File: src/design/vn_sqrt.sv
// Pipelined integer square root, one result bit per stage.
module vn_sqrt #(
   parameter int unsigned W = 24
) (
   input  logic           clock,
   input  logic           en,
   input  logic [2*W-1:0] sum_in,
   output logic [W-1:0]   root_out
);

   logic [W+1:0]   rem_ff  [W];
   logic [W-1:0]   root_ff [W];
   logic [2*W-1:0] sum_ff  [W];
   logic [W+1:0]   rem_in  [W];
   logic [W-1:0]   root_in [W];
   logic [2*W-1:0] sum_in_s[W];

   for (genvar k = 0; k < W; k++) begin : g_stage
      logic [W+1:0]   prev_rem;
      logic [W-1:0]   prev_root;
      logic [2*W-1:0] prev_sum;
      logic [W+3:0]   trial_num;
      logic [W+3:0]   trial_sub;
      logic [W+3:0]   trial_dif;

      // Stage input comes from the previous stage or the sum itself.
      if (k == 0) begin : g_first
         assign prev_rem  = '0;
         assign prev_root = '0;
         assign prev_sum  = sum_in;
      end else begin : g_next
         assign prev_rem  = rem_ff[k-1];
         assign prev_root = root_ff[k-1];
         assign prev_sum  = sum_ff[k-1];
      end

      // Bring down two bits and try to subtract 4*root+1.
      always_comb begin
         trial_num = {prev_rem, prev_sum[2*W-1:2*W-2]};
         trial_sub = {2'b00, prev_root, 2'b01};
         trial_dif = trial_num - trial_sub;
         sum_in_s[k] = {prev_sum[2*W-3:0], 2'b00};
         if (trial_num >= trial_sub) begin
            rem_in[k]  = trial_dif[W+1:0];
            root_in[k] = {prev_root[W-2:0], 1'b1};
         end else begin
            rem_in[k]  = trial_num[W+1:0];
            root_in[k] = {prev_root[W-2:0], 1'b0};
         end
      end

      always_ff @(posedge clock) begin
         if (en) begin
            rem_ff[k]  <= rem_in[k];
            root_ff[k] <= root_in[k];
            sum_ff[k]  <= sum_in_s[k];
         end
      end
   end

   assign root_out = root_ff[W-1];

endmodule

File: config.mk
export PLATFORM = sky130hd
export DESIGN_NAME = vn_sqrt
export DESIGN_NICKNAME = d
export VERILOG_FILES = /design/src/design/vn_sqrt.sv
export SDC_FILE = /design/constraint.sdc
export NUM_CORES = 2
export LEC_CHECK = 0
export BUFFER_PORTS_ARGS = -buffer_cell sky130_fd_sc_hd__buf_2
export CAP_MARGIN = 20
export CORE_ASPECT_RATIO = 1.75
export CORE_MARGIN = 1.5
export CORE_UTILIZATION = 30
export CTS_BUF_LIST = sky130_fd_sc_hd__clkbuf_4
export DETAILED_ROUTE_END_ITERATION = 10
export HOLD_SLACK_MARGIN = 0.02
export PLACE_DENSITY_LB_ADDON = 0.05
export RECOVER_POWER = 50
export SYNTH_ARGS = -nofsm -noshare
export SYNTH_HDL_FRONTEND = slang
export SYNTH_SLANG_ARGS = --single-unit
File: constraint.sdc
create_clock -name clock -period 5.6 [get_ports clock]
set_clock_uncertainty 0.15 [all_clocks]
set_input_delay 0.28 -clock clock [delete_from_list [all_inputs] [get_ports clock]]
set_output_delay 0.28 -clock clock [all_outputs]
set_load 0.02 [all_outputs]
==> key figures <==
Timing
  • RSZ-0062 raised after global routing: no
  • Final-layout setup total negative slack: 0 ps
  • Max-Slew Margin vs Limit: -1.152
  • Post-route worst hold slack: roughly 230 ps
  • Worst Tran Pin Value: about 3200 ps
  • Maximum achievable frequency: between 200 and 250 MHz
  • Ratio of final minimum period to clock period: 0.8291
  • Final max-slew violation count: between 200 and 250
  • # setup viols final: 0
  • Tmin final: ~4600 ps
  • Final Hold Vio Count: 0

Cells and area
  • Most common cell after layout, fill and taps aside: sky130_fd_sc_hd__edfxtp_1
  • Leading cell types in the layout, fill and taps excluded: sky130_fd_sc_hd__edfxtp_1, sky130_fd_sc_hd__clkbuf_4, sky130_fd_sc_hd__inv_1
  • Share of layout cells above drive strength 1: 0.1298
  • Area growth from synthesis to final layout: 15.44%
  • Final layout net count: 5,892
  • FILL cells: 21,370
  • End-of-flow core utilization: 0.3477

Logic synthesis
  • Fraction of the yosys area taken by sequential cells: 0.6521
  • Post-synthesis cell area: roughly 65,000 um^2
  • Share of the synthesized area in the top cell type: 0.6521
  • Largest area contributor in the netlist: sky130_fd_sc_hd__edfxtp_1
  • Synthesized Nets: roughly 5,300
  • Synthesis warning total: 0
  • Synth Area per Inst: about 13 um^2
  • Ranking of synthesized cells by area: sky130_fd_sc_hd__edfxtp_1, sky130_fd_sc_hd__ha_1, sky130_fd_sc_hd__xnor2_1, sky130_fd_sc_hd__xor2_1, sky130_fd_sc_hd__inv_1
  • Number of synthesized register bits: roughly 1,400
  • Number of enable-type register cells in the synthesized netlist: approximately 1,400
  • Post-synthesis async set-or-reset flop share: 0
  • Cells after synthesis: 4,960
  • Number of different library cells in the post-synthesis netlist: 74
  • Most frequently used flop master after synthesis: sky130_fd_sc_hd__edfxtp_1

Power and ir drop
  • Reported leakage power: between 20 and 30 nW
  • Power density relative to cell area: ~370 nW/um^2
  • Worst ir drop on vdd: slightly below 0.2 mV

Drt
  • TritonRoute pass-1 iters: 5
  • Remaining antenna violation count: 0
  • Post-DR wirelength/cell: roughly 18 um
  • Via total after detailed routing: roughly 40,000
  • Overall routed net length: 157,300 um
  • Number of violations reported at the end of detailed-routing iteration 0: between 1,500 and 2,000
  • Detail-routed via count per cell: about 4.6
  • Residual DRC count: 0

Critical path
  • Critical Path Start Type: input pin
  • Critical Path AT: about 5200 ps
  • Critical Setup Path Class: input pin to register
  • Worst path max stage delay: 2150 ps
  • Crit end category: register
  • Biggest fanout along the worst timing path: between 80 and 90
  • Most frequent cell on the critical path: sky130_fd_sc_hd__dlygate4sd3_1
  • Critical path cell sequence: dlygate4sd3_1 > dlygate4sd3_1 > clkbuf_2 > clkbuf_1
  • Dominant delay contributor by cell family on the critical path: buffers and inverters
  • Data required time of the critical path: between 6000 and 7000 ps
  • Cell type of the slowest stage on the worst timing path: sky130_fd_sc_hd__clkbuf_2
  • Worst path buffer plus inverter count: 4

CTS
  • CTS tree: built
  • Post-CTS setup-driven buffer insertion count: 0
  • Max Root-Sink Buffers: 4
  • Number of buffers added by the clock tree synthesis step: around 370
  • Depth of the CTS H-tree: 5
  • CTS clock-pin slew for the worst setup and hold paths: 70 ps
  • Total clock sinks: between 1,000 and 1,500
  • Clock insertion delay at the later pin of the skew report: approximately 1200 ps
  • Root Buffer Master: sky130_fd_sc_hd__clkbuf_4
  • Number of instances resized during post-cts repair: 0
  • Hold_buf cts: 140

GRT
  • Gr usage total: 0.1407
  • Number of antenna violations at the first check in global routing: 6
  • Largest net degree at the start of global routing: between 150 and 200
  • Vias in the first global route: 43,360
  • Grt ovf: 0
  • Global-route wire length before repair: roughly 240,000 um

Placement
  • GPL Wtd Cong: 0.9284
  • IO buf count: between 70 and 80
  • Post-DP HPWL: 113,500 um

Worst hold path
  • Path category of the worst min-delay check: register to register

Outcome
  • Status: complete, but fails checks
  • Violations in the final reports: capacitance limit, slew limit

Floorplan
  • Starting Density: 0.3012
  • Number of placed I/O pins: 74
  • Core region area: ~220,000 um^2
  • Chip height: between 600 and 700 um
  • Total die area: between 200,000 and 250,000 um^2
  • Die Span X: 355.3 um
  • Total number of placement rows: between 200 and 250

Run
  • Max Cap Viol: 4
[area by class of cell]
class | count | area [um^2] | area share
Inverter | 412 | 1546 | 0.02056
Sequential cell | 1415 | 42490 | 0.5649
Clock inverter | 90 | 490.5 | 0.006520
Antenna cell | 11 | 27.53 | 0.0003659
Multi-Input combinational cell | 3049 | 20830 | 0.2769
Timing Repair Buffer | 266 | 2241 | 0.02979
Tap cell | 2850 | 3566 | 0.04741
Clock buffer | 537 | 4031 | 0.05359
[metrics by stage]
| stage | cells | setup WS, ps | area [um^2] | power (mW) |
|---|---|---|---|---|
| 2_1_floorplan | 4960 | 2092 | 65160 | 17.46 |
| 3_3_place_gp | 7849 | 1039 | 69320 | 19.28 |
| 3_5_place_dp | 7851 | 1103 | 69340 | 19.31 |
| 4_1_cts | 8618 | 1126 | 75270 | 28.71 |
| 5_1_grt | 8628 | 575.5 | 75220 | 29.71 |
| 6_report | 8630 | 957.2 | 75220 | 28.02 |
[Yosys cell counts, types with 20 or more instances]
master and instances:
sky130_fd_sc_hd__a211oi_1 26, sky130_fd_sc_hd__a21o_1 133, sky130_fd_sc_hd__a21oi_1 269, sky130_fd_sc_hd__a31oi_1 29
sky130_fd_sc_hd__and3_1 31, sky130_fd_sc_hd__clkbuf_1 73, sky130_fd_sc_hd__edfxtp_1 1415, sky130_fd_sc_hd__ha_1 326
sky130_fd_sc_hd__inv_1 411, sky130_fd_sc_hd__mux2_2 35, sky130_fd_sc_hd__nand2_1 352, sky130_fd_sc_hd__nand2b_1 71
sky130_fd_sc_hd__nand3_1 83, sky130_fd_sc_hd__nand4_1 36, sky130_fd_sc_hd__nor2_1 253, sky130_fd_sc_hd__nor2b_1 39
sky130_fd_sc_hd__nor3_1 151, sky130_fd_sc_hd__nor4_1 69, sky130_fd_sc_hd__o211ai_1 20, sky130_fd_sc_hd__o21a_1 61
sky130_fd_sc_hd__o21ai_0 266, sky130_fd_sc_hd__o31ai_1 39, sky130_fd_sc_hd__or3_1 45, sky130_fd_sc_hd__or4_1 35
sky130_fd_sc_hd__xnor2_1 247, sky130_fd_sc_hd__xor2_1 214
[state kept, by name (all words and copies together) (netlist names)]
| register | flops |
|---|---|
| rem_ff | 563 |
| sum_ff | 552 |
| root_ff | 300 |
[worst reg2reg max path: stages (launching register included)]
cell	delay, ps
sky130_fd_sc_hd__edfxtp_1	420
sky130_fd_sc_hd__inv_1	60
sky130_fd_sc_hd__ha_1	220
sky130_fd_sc_hd__nand2b_1	180
sky130_fd_sc_hd__a21oi_1	320
sky130_fd_sc_hd__o21ai_0	350
sky130_fd_sc_hd__o21ai_0	750
sky130_fd_sc_hd__o21ai_0	190
sky130_fd_sc_hd__and3_1	340
sky130_fd_sc_hd__or4_1	590
sky130_fd_sc_hd__nor4_1	340
sky130_fd_sc_hd__xor2_1	110
[worst paths after layout]
kind	to	slack, ps	depth (start not counted)	from
worst max register to register	rem_ff[2][77]	1240	11	sum_ff[2][90]
worst min register to register	sum_ff[0][212]	230	0	sum_ff[0][164]
worst max-delay path	rem_ff[1][131]	960	4	en
worst min-delay path	sum_ff[0][212]	230	0	sum_ff[0][164]
[cell families after synthesis]
group | Yosys count | share of synthesized area
compound gates | 941 | 0.08897
xor+xnor | 461 | 0.06197
fa+ha+maj | 326 | 0.06260
buf+inv | 496 | 0.02882
flops | 1415 | 0.6521
mux | 46 | 0.007739
other cells | 1 | 0.00005755
simple gates | 1274 | 0.09772
[report_power, final]
group	internal, mW	switching [mW]
clock network	4.59	4.34
logic	2.10	2.96
registers	13.3	0.763
[layer usage]
layer	vias up	share of wire	GRT usage
li1	19660	-	-
met1	19140	0.28	0.09741
met2	807	0.62	0.3100
met3	502	0.035	0.02679
met4	6	0.071	0.09960
met5	-	0.00023	0
No activity file was read; power rests on OpenSTA's default activity.
