File: config.mk
export PLATFORM = sky130hd
export DESIGN_NAME = vn_div_lane
export DESIGN_NICKNAME = d
export VERILOG_FILES = /design/src/design/vn_pkg.sv /design/src/design/vn_div_lane.sv
export SDC_FILE = /design/constraint.sdc
export NUM_CORES = 2
export LEC_CHECK = 0
export BUFFER_PORTS_ARGS = -buffer_cell sky130_fd_sc_hd__buf_2
export CAP_MARGIN = 20
export CORE_MARGIN = 2
export CORE_UTILIZATION = 50
export CTS_BUF_LIST = sky130_fd_sc_hd__clkbuf_8 sky130_fd_sc_hd__clkbuf_16
export DETAILED_ROUTE_END_ITERATION = 8
export PLACE_DENSITY = 0.65
export SETUP_SLACK_MARGIN = 0.15
export SLEW_MARGIN = 20
export SYNTH_ARGS = -nofsm -noshare
export SYNTH_HDL_FRONTEND = slang
export SYNTH_SLANG_ARGS = --single-unit
File: constraint.sdc
create_clock -name clock -period 6.6 [get_ports clock]
set_clock_uncertainty 0.1 [all_clocks]
set_input_delay 1.32 -clock clock [delete_from_list [all_inputs] [get_ports clock]]
set_output_delay 1.32 -clock clock [all_outputs]
set_load 0.005 [all_outputs]
File: src/design/vn_pkg.sv
// Shared constants for the vector normalization block.
package vn_pkg;

   // Width of every multi-bit result field.
   localparam int unsigned OUT_W = 24;
   // Fraction bits of a unit component (Q1.22).
   localparam int unsigned UNIT_FRAC = 22;
   // Quotient bits produced by each divider lane.
   localparam int unsigned QUO_W = 24;
   // Largest value of a result field.
   localparam logic [OUT_W-1:0] OUT_MAX = {OUT_W{1'b1}};
   // Threshold value after reset.
   localparam logic [OUT_W-1:0] THRESHOLD_RESET = 24'd1;
   // Number of component lanes.
   localparam int unsigned AXES = 3;
   // Opcode bit that selects a three-component vector.
   localparam logic OPCODE_3D = 1'b1;

endpackage

File: src/design/vn_div_lane.sv
// Pipelined restoring divider lane, one quotient bit per stage.
module vn_div_lane #(
   parameter int unsigned W  = 24,
   parameter int unsigned NW = 48
) (
   input  logic                     clock,
   input  logic                     en,
   input  logic [NW-1:0]            num,
   input  logic [W-1:0]             den,
   output logic [vn_pkg::QUO_W-1:0] quo,
   output logic                     ovf
);

   localparam int unsigned QW = vn_pkg::QUO_W;
   localparam int unsigned HW = NW - QW;

   logic [W-1:0]  rem_ff [QW];
   logic [QW-1:0] low_ff [QW];
   logic [QW-1:0] quo_ff [QW];
   logic [W-1:0]  den_ff [QW];
   logic          ovf_ff [QW];

   logic [HW-1:0] head;
   logic          ovf_first;

   // The quotient fits in QW bits only when the numerator head is below the divisor.
   assign head      = num[NW-1:QW];
   assign ovf_first = head >= HW'(den);

   for (genvar k = 0; k < QW; k++) begin : g_stage
      logic [W-1:0]  prev_rem;
      logic [QW-1:0] prev_low;
      logic [QW-1:0] prev_quo;
      logic [W-1:0]  prev_den;
      logic          prev_ovf;
      logic [W:0]    trial;

      if (k == 0) begin : g_first
         assign prev_rem = head[W-1:0];
         assign prev_low = num[QW-1:0];
         assign prev_quo = '0;
         assign prev_den = den;
         assign prev_ovf = ovf_first;
      end else begin : g_next
         assign prev_rem = rem_ff[k-1];
         assign prev_low = low_ff[k-1];
         assign prev_quo = quo_ff[k-1];
         assign prev_den = den_ff[k-1];
         assign prev_ovf = ovf_ff[k-1];
      end

      assign trial = {prev_rem, prev_low[QW-1]};

      // Subtract the divisor when it fits and record the quotient bit.
      always_ff @(posedge clock) begin
         if (en) begin
            if (trial >= {1'b0, prev_den}) begin
               rem_ff[k] <= W'(trial - {1'b0, prev_den});
               quo_ff[k] <= {prev_quo[QW-2:0], 1'b1};
            end else begin
               rem_ff[k] <= trial[W-1:0];
               quo_ff[k] <= {prev_quo[QW-2:0], 1'b0};
            end
            low_ff[k] <= {prev_low[QW-2:0], 1'b0};
            den_ff[k] <= prev_den;
            ovf_ff[k] <= prev_ovf;
         end
      end
   end

   assign quo = quo_ff[QW-1];
   assign ovf = ovf_ff[QW-1];

endmodule

==> impl_table.tex <==
\begin{tabular}{lr}
\hline
Metric & Value \\
\hline
\multicolumn{2}{l}{\textbf{Outcome}} \\
\quad Outcome & complete, no violations \\
\multicolumn{2}{l}{\textbf{STA}} \\
\quad Min cycle time layout & 4.92 ns \\
\quad Aggregate negative setup slack & 0 ns \\
\quad Number of endpoints with negative hold slack in the final report & 0 \\
\quad Unrepaired setup endpoints after global routing & false \\
\quad Fraction of the cycle the final worst path needs & 74.5\% \\
\quad Rel. slew slack & 29.5\% \\
\quad Worst Max-Slew Pin Slew & 1.06 ns \\
\quad Highest clock frequency the design can meet & 203 MHz \\
\quad Finish-stage setup viols & 0 \\
\quad Count of final max-slew check failures & 0 \\
\multicolumn{2}{l}{\textbf{Die}} \\
\quad Site row count & 152 \\
\quad Core Footprint & 172,000 sq um \\
\quad Effective utilization at floorplan & 50.3\% \\
\quad Boundary pin count & 99 \\
\quad Full die area & 176,000 sq um \\
\quad Horizontal die dimension & 419 um \\
\quad DIE HEIGHT & 419 um \\
\multicolumn{2}{l}{\textbf{Synth}} \\
\quad Share of synthesized cell area in full adder, half adder and majority cells & 9.24\% \\
\quad Simple-gate share of the synthesized area & 7.91\% \\
\quad Complex-gate fraction of the synthesized area & 11.8\% \\
\quad Fraction of synthesized cell area in xor and xnor cells & 4.58\% \\
\quad Sequential-to-total area share from yosys stat & 59.3\% \\
\quad Number of distinct library cell variants in the gate-level netlist after synthesis & 90 \\
\quad Post-synthesis average cell area & 12.4 sq um \\
\quad Syn Nets & 7,661 \\
\quad Number of warnings printed during yosys synthesis & 0 \\
\quad Dominant combinational cell family by area after synthesis & compound AO/OA/AOI/OAI gates \\
\quad Yosys reg bits & 1,704 \\
\quad Synth Instances & 6,964 \\
\quad Share of synthesized area spent on multiplexers & 3.15\% \\
\quad Cell Area, Synth & 86,200 sq um \\
\quad Synth async-reset ratio & 0\% \\
\quad Most frequently used flop master after synthesis & sky130\_fd\_sc\_hd\_\_edfxtp\_1 \\
\quad Post-synth EDFFs & 1,703 \\
\multicolumn{2}{l}{\textbf{Worst setup path}} \\
\quad Biggest fanout along the worst timing path & 23 \\
\quad Worst Setup End Kind & register \\
\quad Type of the setup path with the least slack & register to register \\
\quad CP arrival & 5.38 ns \\
\quad Element type at the critical path start & register \\
\quad WP data required & 7.06 ns \\
\multicolumn{2}{l}{\textbf{CTS}} \\
\quad Insertion delay to the later sink of the worst-skew pair & 0.84 ns \\
\quad CTS tree & built \\
\quad Maximum clock path buffer count & 3 \\
\quad Count of hold buffers inserted by post-cts repair & 0 \\
\quad Clock transition at the register clock pins on the worst setup and hold paths after CTS & 0.07 ns \\
\quad Number of buffers inserted to repair setup after CTS & 0 \\
\quad Cts bufs inserted & 180 \\
\quad Root Buffer & sky130\_fd\_sc\_hd\_\_clkbuf\_16 \\
\quad Clock sinks & 1,704 \\
\quad CTS resizes & 0 \\
\quad Htree depth & 4 \\
\multicolumn{2}{l}{\textbf{Power}} \\
\quad Power density over cell area & 459 nW/um\^{}2 \\
\quad Post-route total power & 0.0438 W \\
\quad Leakage & 38.3 nW \\
\quad Worst-case vdd ir drop & 344 uV \\
\multicolumn{2}{l}{\textbf{Placed design}} \\
\quad Placer congestion estimate & 0.902 \\
\quad Dpl hpwl & 134,000 um \\
\quad Buffers added on ports & 98 \\
\multicolumn{2}{l}{\textbf{Finish}} \\
\quad Fraction of final layout cells sized beyond drive strength 1 & 9.62\% \\
\quad NumNets Final & 7,823 \\
\quad Layout overhead on the synthesized area & 10.8\% \\
\multicolumn{2}{l}{\textbf{Global routing}} \\
\quad First-pass GRT wire length & 286,000 um \\
\quad Residual overflow from global routing & 0 \\
\quad Global router's overall resource usage & 20.8\% \\
\quad Largest net degree at the start of global routing & 177 \\
\quad Antenna violations before repair & 6 \\
\quad Vias in the first global route & 51.4k \\
\multicolumn{2}{l}{\textbf{Detailed routing}} \\
\quad Detailed-route wire length & 182,000 um \\
\quad First drt pass iteration count & 6 \\
\quad Post-route antenna net violation count & 0 \\
\quad DRC Markers & 0 \\
\quad Vias per cell & 5.52 \\
\quad Routed via count & 52.9k \\
\quad Average wire per standard cell & 19.0 um \\
\quad Iteration-0 DRC Markers & 4,356 \\
\multicolumn{2}{l}{\textbf{Min path}} \\
\quad Worst Hold Class & register to register \\
\multicolumn{2}{l}{\textbf{Flow run}} \\
\quad Max capacitance violation total & 0 \\
\hline
\end{tabular}
worst paths after layout:
check | start | endpoint | slack (ns) | cells past startpoint
worst max-delay path | rem_ff[0][120] | rem_ff[0][163] | 1.68 | 12
worst min-delay path | low_ff[0][154] | low_ff[0][178] | 0.30 | 0
worst max register to register | rem_ff[0][120] | rem_ff[0][163] | 1.68 | 12
worst min register to register | low_ff[0][154] | low_ff[0][178] | 0.30 | 0
power breakdown:
group	total (W)	internal, W	switching (W)
clock network	0.0103	0.00603	0.00431
registers	0.0167	0.0153	0.00144
logic	0.0168	0.00743	0.00933
synthesized netlist by cell type (11+ instances only):
cell type                   number  area [sq um]
sky130_fd_sc_hd__nand3_1        95           475
sky130_fd_sc_hd__a2111oi_0      12           105
sky130_fd_sc_hd__and4_1         17           149
sky130_fd_sc_hd__nor2_1        329          1230
sky130_fd_sc_hd__xnor2_1       275          2410
sky130_fd_sc_hd__mux2i_1        17           170
sky130_fd_sc_hd__nand4_1        88           551
sky130_fd_sc_hd__o21bai_1       62           465
sky130_fd_sc_hd__or3_1          28           175
sky130_fd_sc_hd__o31a_1         12           105
sky130_fd_sc_hd__clkbuf_1      123           462
sky130_fd_sc_hd__or2_2          20           125
sky130_fd_sc_hd__fa_1           23           460
sky130_fd_sc_hd__o21ai_0       418          2090
sky130_fd_sc_hd__and2_1         37           231
sky130_fd_sc_hd__o31ai_1        33           248
sky130_fd_sc_hd__a211oi_1       32           240
sky130_fd_sc_hd__mux2_1         18           203
sky130_fd_sc_hd__a21o_1        258          1940
sky130_fd_sc_hd__nor3_1         73           365
sky130_fd_sc_hd__and3_1         59           369
sky130_fd_sc_hd__nor4_1         21           131
sky130_fd_sc_hd__o21a_1         56           420
sky130_fd_sc_hd__inv_1         731          2740
sky130_fd_sc_hd__a21boi_0       17           128
sky130_fd_sc_hd__o211ai_1       24           180
sky130_fd_sc_hd__a21oi_1       493          2470
sky130_fd_sc_hd__mux2_2        208          2340
sky130_fd_sc_hd__a41oi_1        11          96.3
sky130_fd_sc_hd__ha_1          600          7510
sky130_fd_sc_hd__a211o_1        19           166
sky130_fd_sc_hd__edfxtp_1     1703         51100
sky130_fd_sc_hd__nor2b_1        74           463
sky130_fd_sc_hd__a31oi_1        59           369
sky130_fd_sc_hd__nor3b_1        11          82.6
sky130_fd_sc_hd__nand2b_1       62           388
sky130_fd_sc_hd__buf_2          29           145
sky130_fd_sc_hd__nand2_1       475          1780
sky130_fd_sc_hd__xor2_1        176          1540
cell families after synthesis:
kind of cell,count (synthesis)
DFF,1704
muxes,243
and+or+nand+nor,1420
AOI/OAI and AO/OA,1629
buffers and inverters,894
xor gates and xnor gates,451
adders and majority gates,623
stage by stage:
step           area (sq um)  hold slack (ns)  cells  utilization (%)  worst slack, ns
2_1_floorplan         86200            0.300   6964                -             2.34
3_3_place_gp          89400            0.300   9254             52.1             1.72
3_5_place_dp          89400            0.305   9254             52.1             1.65
4_1_cts               95500            0.299   9589             55.7             2.06
5_1_grt               95500            0.309   9589             55.7             1.38
6_report              95500            0.304   9590             55.7             1.68
area by class of cell:
cell class	count	area, sq um
clock buffer	186	4620
multi-input combinational	4366	31700
antenna	1	2.50
tap	2310	2890
timing repair buffer	141	916
fill	14255	76000
inverter	733	2750
sequential	1704	51200
clock inverter	149	1480
worst max-delay path, stage by stage (launching register included):
cell	delay [ns]
sky130_fd_sc_hd__edfxtp_1	0.44
sky130_fd_sc_hd__ha_1	0.33
sky130_fd_sc_hd__nor2b_1	0.13
sky130_fd_sc_hd__o21ai_0	0.23
sky130_fd_sc_hd__a21boi_0	0.20
sky130_fd_sc_hd__o21bai_1	0.23
sky130_fd_sc_hd__a21oi_1	0.15
sky130_fd_sc_hd__o21ai_0	0.32
sky130_fd_sc_hd__a31oi_1	0.17
sky130_fd_sc_hd__or4b_2	0.62
sky130_fd_sc_hd__nand2_1	0.25
sky130_fd_sc_hd__clkinv_1	0.86
sky130_fd_sc_hd__mux2_2	0.60
metal layers:
metal	vias to the layer above	wire length, um	track usage [%]
met5	-	68	0
met4	10	4390	5.97
met3	262	9470	3.14
met2	1267	83300	32.7
met1	25477	85200	29.8
li1	25914	-	-
placed cells by master, fill, tap and decap left out, types with 176 or more instances in the layout:
cell                        count
sky130_fd_sc_hd__edfxtp_1    1703
sky130_fd_sc_hd__inv_1        757
sky130_fd_sc_hd__ha_1         600
sky130_fd_sc_hd__a21oi_1      492
sky130_fd_sc_hd__nand2_1      475
sky130_fd_sc_hd__o21ai_0      418
sky130_fd_sc_hd__nor2_1       328
sky130_fd_sc_hd__xnor2_1      275
sky130_fd_sc_hd__a21o_1       258
sky130_fd_sc_hd__mux2_2       208
sky130_fd_sc_hd__clkbuf_16    183
sky130_fd_sc_hd__xor2_1       176
sequential cells by signal, indices dropped and copies added, names as in the netlist:
signal	flops
ovf_ff	24
low_ff	276
rem_ff	552
quo_ff	300
den_ff	552
Power figures use the tool's default switching activity.
